`config.mk`:
```
export PLATFORM = sky130hd
export DESIGN_NAME = stimulation_pulse_sequencer
export DESIGN_NICKNAME = d
export VERILOG_FILES = /design/src/hw/rtl/spsq_pkg.sv /design/src/hw/rtl/stimulation_pulse_sequencer.sv /design/src/hw/rtl/spsq_cfg.sv /design/src/hw/rtl/spsq_core.sv
export VERILOG_INCLUDE_DIRS = /design/src /design/src/hw/rtl
export SDC_FILE = /design/constraint.sdc
export NUM_CORES = 2
export LEC_CHECK = 0
export BUFFER_PORTS_ARGS = -buffer_cell sky130_fd_sc_hd__buf_2
export CAP_MARGIN = 10
export CORE_AREA = 10 10 293 295
export DETAILED_ROUTE_END_ITERATION = 8
export DIE_AREA = 0 0 303 305
export PLACE_DENSITY_LB_ADDON = 0.25
export SLEW_MARGIN = 5
export SYNTH_ARGS = -nofsm -noshare
export SYNTH_HDL_FRONTEND = slang
export SYNTH_SLANG_ARGS = --single-unit
export TNS_END_PERCENT = 5
```
`constraint.sdc`:
```
create_clock -name clk_i -period 10.15 [get_ports clk_i]
set_input_delay 2.03 -clock clk_i [delete_from_list [all_inputs] [get_ports clk_i]]
set_output_delay 2.03 -clock clk_i [all_outputs]
set_load 0.01 [all_outputs]
```
`src/hw/rtl/stimulation_pulse_sequencer_defines.svh`:
```
// ----------------------------------------------------------------------------
// Stimulation pulse sequencer assertion macros
// Shorthand for clocked assertions on clk_i, held off while rst_ni is low.
// ----------------------------------------------------------------------------
`ifndef STIMULATION_PULSE_SEQUENCER_DEFINES_SVH
`define STIMULATION_PULSE_SEQUENCER_DEFINES_SVH

// Consequent checked in the same cycle as the antecedent.
`define SPSQ_ASSERT_NOW(lbl, ante, cons, msg) \
  lbl: assert property (@(posedge clk_i) disable iff (!rst_ni) (ante) |-> (cons)) \
    else $error(msg);

// Consequent checked in the cycle after the antecedent.
`define SPSQ_ASSERT_NEXT(lbl, ante, cons, msg) \
  lbl: assert property (@(posedge clk_i) disable iff (!rst_ni) (ante) |=> (cons)) \
    else $error(msg);

`endif

```
`src/hw/rtl/spsq_pkg.sv`:
```
// ----------------------------------------------------------------------------
// Stimulation pulse sequencer package
// Shared constants, register codes, config and result structs, helpers.
// ----------------------------------------------------------------------------
`default_nettype none

package spsq_pkg;

  // Timing constants
  localparam int unsigned TICKS_PER_MS         = 1000;
  localparam int unsigned DISCHARGE_WAIT_TICKS = 4000;
  localparam int unsigned DISCHARGE_TOGGLES    = 100;
  localparam int unsigned TOGGLE_PERIOD_TICKS  = 2;

  localparam int TPM_W     = $clog2(TICKS_PER_MS + 1);
  localparam int MS_W      = 16;
  localparam int MS_PROD_W = MS_W + TPM_W;
  // Longest phase: 65535 ms worth of ticks.
  localparam int TIMER_W   = $clog2(longint'(65535) * longint'(TICKS_PER_MS) + 1);
  localparam int TOG_W     = 7;

  // Field widths
  localparam int DUTY_W   = 16;
  localparam int LEVEL_W  = 7;
  localparam int SLOT_W   = 16;
  localparam int LIM_W    = 15;
  localparam int SCALED_W = 22;

  // Duty scaling: level * (full_scale * 42 / 100) / 100
  localparam int unsigned DUTY_LIMIT_PCT = 42;
  localparam int unsigned PCT_SCALE      = 100;
  // Exact x/100 for x < 2^22 by multiply and shift.
  localparam int          DIV_SHIFT = 29;
  localparam int          DIV_MUL_W = 23;
  localparam longint unsigned DIV_MUL =
    ((longint'(1) << DIV_SHIFT) + longint'(PCT_SCALE) - 1) / longint'(PCT_SCALE);
  localparam int          DIV_PROD_W = SCALED_W + DIV_MUL_W;

  // Input/output pipeline
  localparam int PIPE_DEPTH  = 5;
  localparam int IN_TDATA_W  = 8;
  localparam int OUT_TDATA_W = 40;
  localparam int CFG_ADDR_W  = 3;
  localparam int CFG_DATA_W  = 16;

  typedef enum logic [CFG_ADDR_W-1:0] {
    REG_SENSE_LEVEL     = 3'd0,
    REG_DUTY_FULL_SCALE = 3'd1,
    REG_TRIGGER_WIDTH   = 3'd2,
    REG_SLOT_GAP        = 3'd3,
    REG_SLOTS_PER_SENSE = 3'd4,
    REG_SENSE_GAP       = 3'd5,
    REG_OUTPUT_MODE     = 3'd6
  } cfg_reg_e;

  typedef enum logic [1:0] {
    MODE_ALT = 2'd0,
    MODE_POS = 2'd1,
    MODE_NEG = 2'd2,
    MODE_DC  = 2'd3
  } out_mode_e;

  typedef enum logic [2:0] {
    PH_IDLE  = 3'd0,
    PH_DWAIT = 3'd1,
    PH_DTOG  = 3'd2,
    PH_TRIG  = 3'd3,
    PH_SGAP  = 3'd4,
    PH_CGAP  = 3'd5
  } phase_e;

  typedef struct packed {
    logic [LEVEL_W-1:0] sense_level;
    logic [15:0]        trigger_width;
    out_mode_e          output_mode;
    logic [SLOT_W-1:0]  slots;
    logic [TIMER_W-1:0] slot_gap_ticks;
    logic [TIMER_W-1:0] sense_gap_ticks;
    logic [DUTY_W-1:0]  duty;
  } cfg_t;

  typedef struct packed {
    logic [DUTY_W-1:0] boost_duty;
    logic              net_p;
    logic              net_n;
    logic [SLOT_W-1:0] slot_index;
    logic              cycle_end;
  } result_t;

  // ms to ticks, a zero gap still lasts one tick
  function automatic logic [TIMER_W-1:0] ms_ticks(logic [MS_W-1:0] ms);
    logic [MS_PROD_W-1:0] p;
    p = MS_PROD_W'(ms) * MS_PROD_W'(TICKS_PER_MS);
    if (p == '0) begin
      p = MS_PROD_W'(1);
    end
    return p[TIMER_W-1:0];
  endfunction

  function automatic logic [DUTY_W-1:0] div100(logic [SCALED_W-1:0] x);
    logic [DIV_PROD_W-1:0] p;
    p = DIV_PROD_W'(x) * DIV_PROD_W'(DIV_MUL);
    return p[DIV_SHIFT +: DUTY_W];
  endfunction

endpackage

`default_nettype wire

```
`src/hw/rtl/stimulation_pulse_sequencer.sv`:
```
// ----------------------------------------------------------------------------
// Stimulation pulse sequencer
// One-microsecond tick stream in, pulse/bridge control word out per tick.
// ----------------------------------------------------------------------------
// Each input word is one tick (run in bit 0). While run is high the block
// repeats a sense cycle of slots_per_sense pulse slots and a sense gap; each
// slot sets the boost duty, fires the bridge trigger in the selected mode and
// waits the slot gap; with sense_level 0 it first discharges (duty 0, 4 ms
// wait, joint pin toggles every 2 ticks). Run low drops back to idle.
// Throughput is one word per clock while the receiver keeps up; a word
// taken passes 5 input stages, then the result register, to the master side,
// the input delay line letting the derived duty settle. Config writes are
// always ready; the registers that derive duty and gap tick counts after a
// write are covered by the input delay line.
// ----------------------------------------------------------------------------
`default_nettype none

`include "stimulation_pulse_sequencer_defines.svh"

module stimulation_pulse_sequencer (
  input  wire logic                               clk_i,
  input  wire logic                               rst_ni,
  // tick stream
  input  wire logic                               s_tvalid_i,
  output      logic                               s_tready_o,
  input  wire logic [spsq_pkg::IN_TDATA_W-1:0]    s_tdata_i,  // [0] run, [7:1] zero
  // result stream
  output      logic                               m_tvalid_o,
  input  wire logic                               m_tready_i,
  // [15:0] boost_duty, [16] net_p, [17] net_n, [33:18] slot_index,
  // [34] cycle_end, [39:35] zero
  output      logic [spsq_pkg::OUT_TDATA_W-1:0]   m_tdata_o,
  // config write channel
  input  wire logic                               cfg_valid_i,
  output      logic                               cfg_ready_o,
  input  wire logic [spsq_pkg::CFG_ADDR_W-1:0]    cfg_addr_i,
  input  wire logic [spsq_pkg::CFG_DATA_W-1:0]    cfg_data_i
);

  localparam int LAST = spsq_pkg::PIPE_DEPTH - 1;

  spsq_pkg::cfg_t    cfg;
  spsq_pkg::result_t res;
  spsq_pkg::result_t out_q;

  logic [spsq_pkg::PIPE_DEPTH-1:0] vld_q;
  logic [spsq_pkg::PIPE_DEPTH-1:0] run_q;
  logic [spsq_pkg::PIPE_DEPTH:0]   stg_rdy;
  logic                            out_vld_q;
  logic                            out_rdy;
  logic                            core_step;

  assign cfg_ready_o = 1'b1;

  spsq_cfg u_cfg (
    .clk_i       (clk_i),
    .rst_ni      (rst_ni),
    .cfg_valid_i (cfg_valid_i),
    .cfg_addr_i  (cfg_addr_i),
    .cfg_data_i  (cfg_data_i),
    .cfg_o       (cfg)
  );

  // Bubble-collapsing delay line: a stage takes a word when it is empty or
  // its own word moves on, so input keeps flowing into empty stages while a result waits.
  assign out_rdy = !out_vld_q || m_tready_i;

  always_comb begin
    stg_rdy[spsq_pkg::PIPE_DEPTH] = out_rdy;
    for (int k = LAST; k >= 0; k--) begin
      stg_rdy[k] = !vld_q[k] || stg_rdy[k+1];
    end
  end

  assign s_tready_o = stg_rdy[0];
  assign core_step  = vld_q[LAST] && out_rdy;

  always_ff @(posedge clk_i or negedge rst_ni) begin
    if (!rst_ni) begin
      vld_q <= '0;
    end else begin
      if (stg_rdy[0]) begin
        vld_q[0] <= s_tvalid_i;
      end
      for (int k = 1; k < spsq_pkg::PIPE_DEPTH; k++) begin
        if (stg_rdy[k]) begin
          vld_q[k] <= vld_q[k-1];
        end
      end
    end
  end

  always_ff @(posedge clk_i) begin
    if (stg_rdy[0]) begin
      run_q[0] <= s_tdata_i[0];
    end
    for (int k = 1; k < spsq_pkg::PIPE_DEPTH; k++) begin
      if (stg_rdy[k]) begin
        run_q[k] <= run_q[k-1];
      end
    end
  end

  // The sequencer state advances exactly once per word entering the
  // result register.
  spsq_core u_core (
    .clk_i  (clk_i),
    .rst_ni (rst_ni),
    .step_i (core_step),
    .run_i  (run_q[LAST]),
    .cfg_i  (cfg),
    .res_o  (res)
  );

  always_ff @(posedge clk_i or negedge rst_ni) begin
    if (!rst_ni) begin
      out_vld_q <= 1'b0;
    end else if (core_step) begin
      out_vld_q <= 1'b1;
    end else if (m_tready_i) begin
      out_vld_q <= 1'b0;
    end
  end

  always_ff @(posedge clk_i) begin
    if (core_step) begin
      out_q <= res;
    end
  end

  assign m_tvalid_o = out_vld_q;
  assign m_tdata_o  = {5'b0, out_q.cycle_end, out_q.slot_index, out_q.net_n,
                       out_q.net_p, out_q.boost_duty};

  // accepted word lands in the first stage
  `SPSQ_ASSERT_NEXT(a_accept_fills, s_tvalid_i && s_tready_o, vld_q[0],
                    "accepted word lost at first stage")
  // a sequencer step always produces a visible result
  `SPSQ_ASSERT_NEXT(a_step_shows, core_step, m_tvalid_o,
                    "core stepped without a result word")
  // a waiting result is never overwritten
  `SPSQ_ASSERT_NOW(a_no_overwrite, m_tvalid_o && !m_tready_i, !core_step,
                   "result register overwritten while stalled")

endmodule

`default_nettype wire

```
`src/hw/rtl/spsq_cfg.sv`:
```
// ----------------------------------------------------------------------------
// Stimulation pulse sequencer configuration
// Register file plus a short pipeline that derives duty and gap tick counts.
// ----------------------------------------------------------------------------
`default_nettype none

module spsq_cfg (
  input  wire logic                             clk_i,
  input  wire logic                             rst_ni,
  input  wire logic                             cfg_valid_i,
  input  wire logic [spsq_pkg::CFG_ADDR_W-1:0]  cfg_addr_i,
  input  wire logic [spsq_pkg::CFG_DATA_W-1:0]  cfg_data_i,
  output spsq_pkg::cfg_t                        cfg_o
);

  logic [spsq_pkg::LEVEL_W-1:0] sense_level_q;
  logic [15:0]                  full_scale_q;
  logic [15:0]                  trig_width_q;
  logic [15:0]                  slot_gap_q;
  logic [15:0]                  slots_q;
  logic [15:0]                  sense_gap_q;
  spsq_pkg::out_mode_e          mode_q;

  always_ff @(posedge clk_i or negedge rst_ni) begin
    if (!rst_ni) begin
      sense_level_q <= '0;
      full_scale_q  <= 16'd255;
      trig_width_q  <= 16'd50;
      slot_gap_q    <= 16'd3;
      slots_q       <= 16'd6;
      sense_gap_q   <= 16'd100;
      mode_q        <= spsq_pkg::MODE_ALT;
    end else if (cfg_valid_i) begin
      case (spsq_pkg::cfg_reg_e'(cfg_addr_i))
        spsq_pkg::REG_SENSE_LEVEL:     sense_level_q <= cfg_data_i[spsq_pkg::LEVEL_W-1:0];
        spsq_pkg::REG_DUTY_FULL_SCALE: full_scale_q  <= cfg_data_i;
        spsq_pkg::REG_TRIGGER_WIDTH:   trig_width_q  <= cfg_data_i;
        spsq_pkg::REG_SLOT_GAP:        slot_gap_q    <= cfg_data_i;
        spsq_pkg::REG_SLOTS_PER_SENSE: slots_q       <= cfg_data_i;
        spsq_pkg::REG_SENSE_GAP:       sense_gap_q   <= cfg_data_i;
        spsq_pkg::REG_OUTPUT_MODE:     mode_q <= spsq_pkg::out_mode_e'(cfg_data_i[1:0]);
        default: ;
      endcase
    end
  end

  // After a write, duty settles through p42_q, lim_q, prod_q and duty_q.
  logic [spsq_pkg::SCALED_W-1:0] p42_q;
  logic [spsq_pkg::LIM_W-1:0]    lim_q;
  logic [spsq_pkg::SCALED_W-1:0] prod_q;
  logic [spsq_pkg::DUTY_W-1:0]   duty_q;
  logic [spsq_pkg::TIMER_W-1:0]  sgap_ticks_q;
  logic [spsq_pkg::TIMER_W-1:0]  cgap_ticks_q;
  logic [spsq_pkg::DUTY_W-1:0]   lim_full;

  assign lim_full = spsq_pkg::div100(p42_q);

  always_ff @(posedge clk_i) begin
    p42_q        <= spsq_pkg::SCALED_W'(full_scale_q) *
                    spsq_pkg::SCALED_W'(spsq_pkg::DUTY_LIMIT_PCT);
    lim_q        <= lim_full[spsq_pkg::LIM_W-1:0];
    prod_q       <= {{spsq_pkg::LIM_W{1'b0}}, sense_level_q} *
                    {{spsq_pkg::LEVEL_W{1'b0}}, lim_q};
    duty_q       <= spsq_pkg::div100(prod_q);
    sgap_ticks_q <= spsq_pkg::ms_ticks(slot_gap_q);
    cgap_ticks_q <= spsq_pkg::ms_ticks(sense_gap_q);
  end

  always_comb begin
    cfg_o.sense_level     = sense_level_q;
    cfg_o.trigger_width   = trig_width_q;
    cfg_o.output_mode     = mode_q;
    cfg_o.slots           = slots_q;
    cfg_o.slot_gap_ticks  = sgap_ticks_q;
    cfg_o.sense_gap_ticks = cgap_ticks_q;
    cfg_o.duty            = duty_q;
  end

endmodule

`default_nettype wire

```
`src/hw/rtl/spsq_core.sv`:
```
// ----------------------------------------------------------------------------
// Stimulation pulse sequencer core
// Phase state machine, advanced by one tick per step.
// ----------------------------------------------------------------------------
`default_nettype none

module spsq_core (
  input  wire logic        clk_i,
  input  wire logic        rst_ni,
  input  wire logic        step_i,
  input  wire logic        run_i,
  input  spsq_pkg::cfg_t   cfg_i,
  output spsq_pkg::result_t res_o
);

  typedef struct packed {
    spsq_pkg::phase_e                phase;
    logic [spsq_pkg::TIMER_W-1:0]    timer;
    logic [spsq_pkg::SLOT_W-1:0]     slot;
    logic                            pol;
    logic [spsq_pkg::TOG_W-1:0]      tog;
    logic                            p_lvl;
    logic                            n_lvl;
    logic [spsq_pkg::DUTY_W-1:0]     duty;
  } core_st_t;

  core_st_t st_q, st_d;

  function automatic core_st_t enter_sgap(core_st_t s, spsq_pkg::cfg_t c);
    s.phase = spsq_pkg::PH_SGAP;
    s.timer = c.slot_gap_ticks;
    return s;
  endfunction

  function automatic core_st_t enter_cgap(core_st_t s, spsq_pkg::cfg_t c);
    s.phase = spsq_pkg::PH_CGAP;
    s.timer = c.sense_gap_ticks;
    return s;
  endfunction

  function automatic core_st_t enter_trigger(core_st_t s, spsq_pkg::cfg_t c);
    core_st_t r;
    r = s;
    if (c.output_mode == spsq_pkg::MODE_ALT) begin
      r.pol = ~r.pol;
    end
    if (c.trigger_width == '0) begin
      r = enter_sgap(r, c);
    end else begin
      case (c.output_mode)
        spsq_pkg::MODE_ALT: begin
          r.p_lvl = r.pol;
          r.n_lvl = ~r.pol;
        end
        spsq_pkg::MODE_POS: begin
          r.p_lvl = 1'b1;
          r.n_lvl = 1'b0;
        end
        spsq_pkg::MODE_NEG: begin
          r.p_lvl = 1'b0;
          r.n_lvl = 1'b1;
        end
        default: r.p_lvl = 1'b1;   // DC: N pin left as is
      endcase
      r.phase = spsq_pkg::PH_TRIG;
      r.timer = spsq_pkg::TIMER_W'(c.trigger_width);
    end
    return r;
  endfunction

  function automatic core_st_t enter_slot(core_st_t s, spsq_pkg::cfg_t c);
    core_st_t r;
    r = s;
    if (c.sense_level != '0) begin
      r.duty = c.duty;
      r = enter_trigger(r, c);
    end else begin
      r.duty  = '0;
      r.phase = spsq_pkg::PH_DWAIT;
      r.timer = spsq_pkg::TIMER_W'(spsq_pkg::DISCHARGE_WAIT_TICKS);
    end
    return r;
  endfunction

  function automatic core_st_t start_cycle(core_st_t s, spsq_pkg::cfg_t c);
    core_st_t r;
    r = s;
    r.slot = '0;
    if (c.slots != '0) begin
      r = enter_slot(r, c);
    end else begin
      r = enter_cgap(r, c);
    end
    return r;
  endfunction

  function automatic core_st_t toggle_pins(core_st_t s);
    s.p_lvl = ~s.p_lvl;
    s.n_lvl = ~s.n_lvl;
    s.timer = spsq_pkg::TIMER_W'(spsq_pkg::TOGGLE_PERIOD_TICKS);
    return s;
  endfunction

  core_st_t cur, nxt;
  logic     cyc_end;

  always_comb begin
    cur     = st_q;
    cyc_end = 1'b0;
    if (!run_i) begin
      cur.phase = spsq_pkg::PH_IDLE;
      cur.timer = '0;
      cur.slot  = '0;
      nxt       = cur;
    end else begin
      if (cur.phase == spsq_pkg::PH_IDLE) begin
        cur = start_cycle(cur, cfg_i);
      end
      cyc_end = (cur.phase == spsq_pkg::PH_CGAP) &&
                (cur.timer == spsq_pkg::TIMER_W'(1));
      nxt = cur;
      if (nxt.timer != '0) begin
        nxt.timer = nxt.timer - spsq_pkg::TIMER_W'(1);
      end
      if (nxt.timer == '0) begin
        case (nxt.phase)
          spsq_pkg::PH_DWAIT: begin
            nxt.phase = spsq_pkg::PH_DTOG;
            nxt.tog   = spsq_pkg::TOG_W'(1);
            nxt       = toggle_pins(nxt);
          end
          spsq_pkg::PH_DTOG: begin
            if (nxt.tog < spsq_pkg::TOG_W'(spsq_pkg::DISCHARGE_TOGGLES)) begin
              nxt.tog = nxt.tog + spsq_pkg::TOG_W'(1);
              nxt     = toggle_pins(nxt);
            end else begin
              nxt = enter_trigger(nxt, cfg_i);
            end
          end
          spsq_pkg::PH_TRIG: begin
            nxt.p_lvl = 1'b0;
            if (cfg_i.output_mode != spsq_pkg::MODE_DC) begin
              nxt.n_lvl = 1'b0;
            end
            nxt = enter_sgap(nxt, cfg_i);
          end
          spsq_pkg::PH_SGAP: begin
            nxt.slot = nxt.slot + spsq_pkg::SLOT_W'(1);
            if (nxt.slot < cfg_i.slots) begin
              nxt = enter_slot(nxt, cfg_i);
            end else begin
              nxt = enter_cgap(nxt, cfg_i);
            end
          end
          spsq_pkg::PH_CGAP: nxt = start_cycle(nxt, cfg_i);
          default: ;
        endcase
      end
    end

    st_d = step_i ? nxt : st_q;

    res_o.boost_duty = cur.duty;
    res_o.net_p      = cur.p_lvl;
    res_o.net_n      = cur.n_lvl;
    res_o.slot_index = cur.slot;
    res_o.cycle_end  = cyc_end;
  end

  always_ff @(posedge clk_i or negedge rst_ni) begin
    if (!rst_ni) begin
      st_q <= '{phase: spsq_pkg::PH_IDLE, default: '0};
    end else begin
      st_q <= st_d;
    end
  end

endmodule

`default_nettype wire

```
==> summary.md <==
| Metric | Value |
|---|---|
| WP data required | `10670 ps` |
| Total of max-cap violations | `0` |
| First-pass GRT wire length | `152000 µm` |
| Share of layout cells above drive strength 1 | `7.62%` |
| Prevailing post-synth register cell | `dfrtp_1` |
| Final setup violating endpoints | `0` |
| Total CTS buffers | `38` |
| CTS tree | `built` |
| Achievable clock frequency | `132 MHz` |
| Synth Cell Area | `39700 µm²` |
| DR WL/cell | `18.3 µm` |
| Nets | `5194` |
| Maximum fanout along the worst path | `6` |
| Yosys reg bits | `328` |
| Slew @ Worst Pin | `1260 ps` |
| Hold crit path type | `reg2reg` |
| Clock-pin slew on the worst setup and hold paths | `60 ps` |
| Count of final max-slew check failures | `0` |
| Clock buffer depth | `3` |
| Tcrit/Tclk final | `74.5%` |
| Min Clock Period, post-route | `7560 ps` |
| Number of synthesized flops with an enable pin | `40` |
| WP data arrival | `8070 ps` |
| Vias in the first global route | `28123` |
| Chip width | `303 µm` |
| Clk Tree Root Cell | `clkbuf_16` |
| RSZ-0062 raised after global routing | `no` |
| Fin Hold WS | `426 ps` |
| Largest area contributor in the synthesized netlist | `fa_1` |
| ANT nets after route | `0` |
| Die Height | `305 µm` |
| Status | `finished, final reports clean` |
| Leading cell types in the layout, fill and taps excluded | `inv_1, ha_1, fa_1` |
| Critical Path Start Type | `flop` |
| Routed vias | `27433` |
| # Post-CTS Setup Buffers | `0` |
| Synth cell types | `100` |
| Initial Util | `49.6%` |
| Most common cell after layout, fill and taps aside | `inv_1` |
| Initial antenna violation count | `8` |
| Final TNS setup | `0 ps` |
| Total Routing Usage GR | `20.6%` |
| Fin. Hold Viols | `0` |
| Crit. End Element | `flop` |
| # DRC | `0` |
| Latest clock arrival within the worst-skew pair | `610 ps` |
| Core Rows | `104` |
| Largest net degree at the start of global routing | `65` |
| Boundary Pins | `75` |
| Ys async rst share | `50.6%` |
| Worst slew margin | `15.7%` |
| Cts repair resizes | `0` |
| Kind of critical path | `reg2reg` |
| Synth warn | `0` |
| HPWL Detailed | `76400 µm` |
| IO Port Bufs | `61` |
| Ranking of synthesized cells by area | `fa_1, ha_1, dfrtp_1` |
| Grt ovf | `0` |
| RePlAce Congestion | `0.936` |
| CTS sink count | `328` |
| Post-CTS Hold Fix Bufs | `0` |
| Layout Skew | `45.0 ps` |
| Core area | `79900 µm²` |
| Htree depth | `2` |
| Ant. Diodes | `0` |
| Wirelength, routed | `93100 µm` |
| Post-DR vias/cell | `5.40` |
| Synthesized area per cell | `10.0 µm²` |
| Post-synth top area share | `26.0%` |
| TritonRoute pass-1 iters | `7` |
| Die ar. | `92400 µm²` |
| Register area share after synthesis | `19.7%` |
| P&R area growth vs syn | `6.93%` |
| Detailed Route Iter0 Violations | `1852` |
| Cells after synthesis | `3961` |
==> worst max-delay path, cell delays in order (launching register included) <==
cell and delay [ps]:
dfxtp_1 440, fa_1 650, inv_1 70, fa_1 440, fa_1 540, inv_1 50
fa_1 600, fa_1 460, fa_1 400, fa_1 470, ha_1 290, a21o_1 150
a21o_1 170, a21oi_1 140, nor2b_1 60, o21ai_0 370, a41oi_1 300, o41ai_1 650
o2111ai_1 310, a311oi_1 420, o21bai_1 160, a21oi_1 200, xnor2_1 130
==> path summary, 6_finish.rpt <==
path	from	to	slack, ps	depth (start not counted)
setup / recovery	u_cfg.p42_q[7]$_DFF_P_	u_cfg.lim_q[14]$_DFF_P_	2590	22
setup reg to reg	u_cfg.p42_q[7]$_DFF_P_	u_cfg.lim_q[14]$_DFF_P_	2590	22
min in group asynchronous	rst_ni	u_core.st_q[63]$_DFFE_PN0P_	1350	1
hold / removal	u_cfg.full_scale_q[0]$_DFFE_PN1P_	u_cfg.p42_q[1]$_DFF_P_	430	0
hold reg to reg	u_cfg.full_scale_q[0]$_DFFE_PN1P_	u_cfg.p42_q[1]$_DFF_P_	430	0
max in group asynchronous	rst_ni	u_cfg.slot_gap_q[10]$_DFFE_PN0P_	6770	3
==> flip-flops by register name (all words and copies together) (netlist names), named ones only <==
| register | cells |
|---|---|
| u_cfg.slots_q | 16 |
| m_tvalid_o | 1 |
| u_cfg.full_scale_q | 16 |
| u_cfg.trig_width_q | 16 |
| u_core.st_q | 64 |
| m_tdata_o | 35 |
| u_cfg.lim_q | 15 |
| u_cfg.duty_q | 16 |
| vld_q | 5 |
| u_cfg.sgap_ticks_q | 24 |
| u_cfg.sense_level_q | 7 |
| u_cfg.cgap_ticks_q | 24 |
| run_q | 5 |
| u_cfg.p42_q | 21 |
| u_cfg.prod_q | 22 |
| u_cfg.slot_gap_q | 16 |
| u_cfg.sense_gap_q | 16 |
| u_cfg.mode_q | 2 |
==> stage by stage <==
step                      instance area [µm²]  setup WS, ps  cells  utilization, %
after floorplan                         39700          3610   3965               -
after global routing                    42400          2120   5078            53.1
final                                   42400          2590   5078            53.1
after detailed placement                41000          2590   5008            51.3
after global placement                  41000          2660   5008            51.3
after CTS                               42400          2560   5078            53.1
==> logic make-up after synthesis <==
logic type | count (synthesis) | share of synthesized area [%]
buf+inv | 903 | 8.82
compound gates | 583 | 9.80
fa+ha+maj | 1174 | 46.8
simple gates | 767 | 9.87
mux | 76 | 2.14
flops | 328 | 19.7
other cells | 2 | 0.0189
xor+xnor | 128 | 2.83
==> synthesized netlist by cell type, types with 9 or more instances <==
| cell type | count |
|---|---|
| o22ai_1 | 9 |
| nand3_1 | 57 |
| dfxtp_1 | 122 |
| nand2b_1 | 11 |
| a22oi_1 | 28 |
| a21oi_1 | 124 |
| nor4_1 | 21 |
| a2111oi_0 | 9 |
| a211oi_1 | 12 |
| inv_1 | 803 |
| and2_1 | 49 |
| mux2_2 | 69 |
| nand4_1 | 16 |
| xnor2_1 | 98 |
| edfxtp_1 | 40 |
| xor2_1 | 30 |
| nor2_1 | 145 |
| o21bai_1 | 20 |
| a22o_1 | 30 |
| clkbuf_1 | 66 |
| nor2b_1 | 11 |
| dfrtp_1 | 148 |
| dfstp_2 | 18 |
| ha_1 | 658 |
| o21a_1 | 16 |
| a222oi_1 | 11 |
| o21ai_0 | 149 |
| buf_4 | 9 |
| a31oi_1 | 19 |
| or2_2 | 17 |
| nand2_1 | 270 |
| fa_1 | 516 |
| a21o_1 | 43 |
| o31ai_1 | 19 |
| and3_1 | 24 |
| nor3_1 | 55 |
| or3_1 | 20 |
| buf_2 | 13 |
| or4_1 | 13 |
==> metal layers <==
| metal | vias up | track usage (%) | routed length (µm) |
|---|---|---|---|
| met5 | - | 0 | 13 |
| met4 | 2 | 3.99 | 1650 |
| met2 | 689 | 32.0 | 41900 |
| met3 | 117 | 3.59 | 5820 |
| li1 | 13159 | - | - |
| met1 | 13466 | 29.8 | 43700 |
==> layout make-up <==
type,count,area (µm²)
multi-input cells,2734,28400
fillers,7195,37500
repair buffers,83,477
inverters,803,3010
well taps,1060,1330
clock inverters,28,399
flip-flops and latches,328,7820
clock buffers,42,987
Power is not shown: default switching activity piles up to over one toggle a cycle in this logic, so the estimate is an artifact.
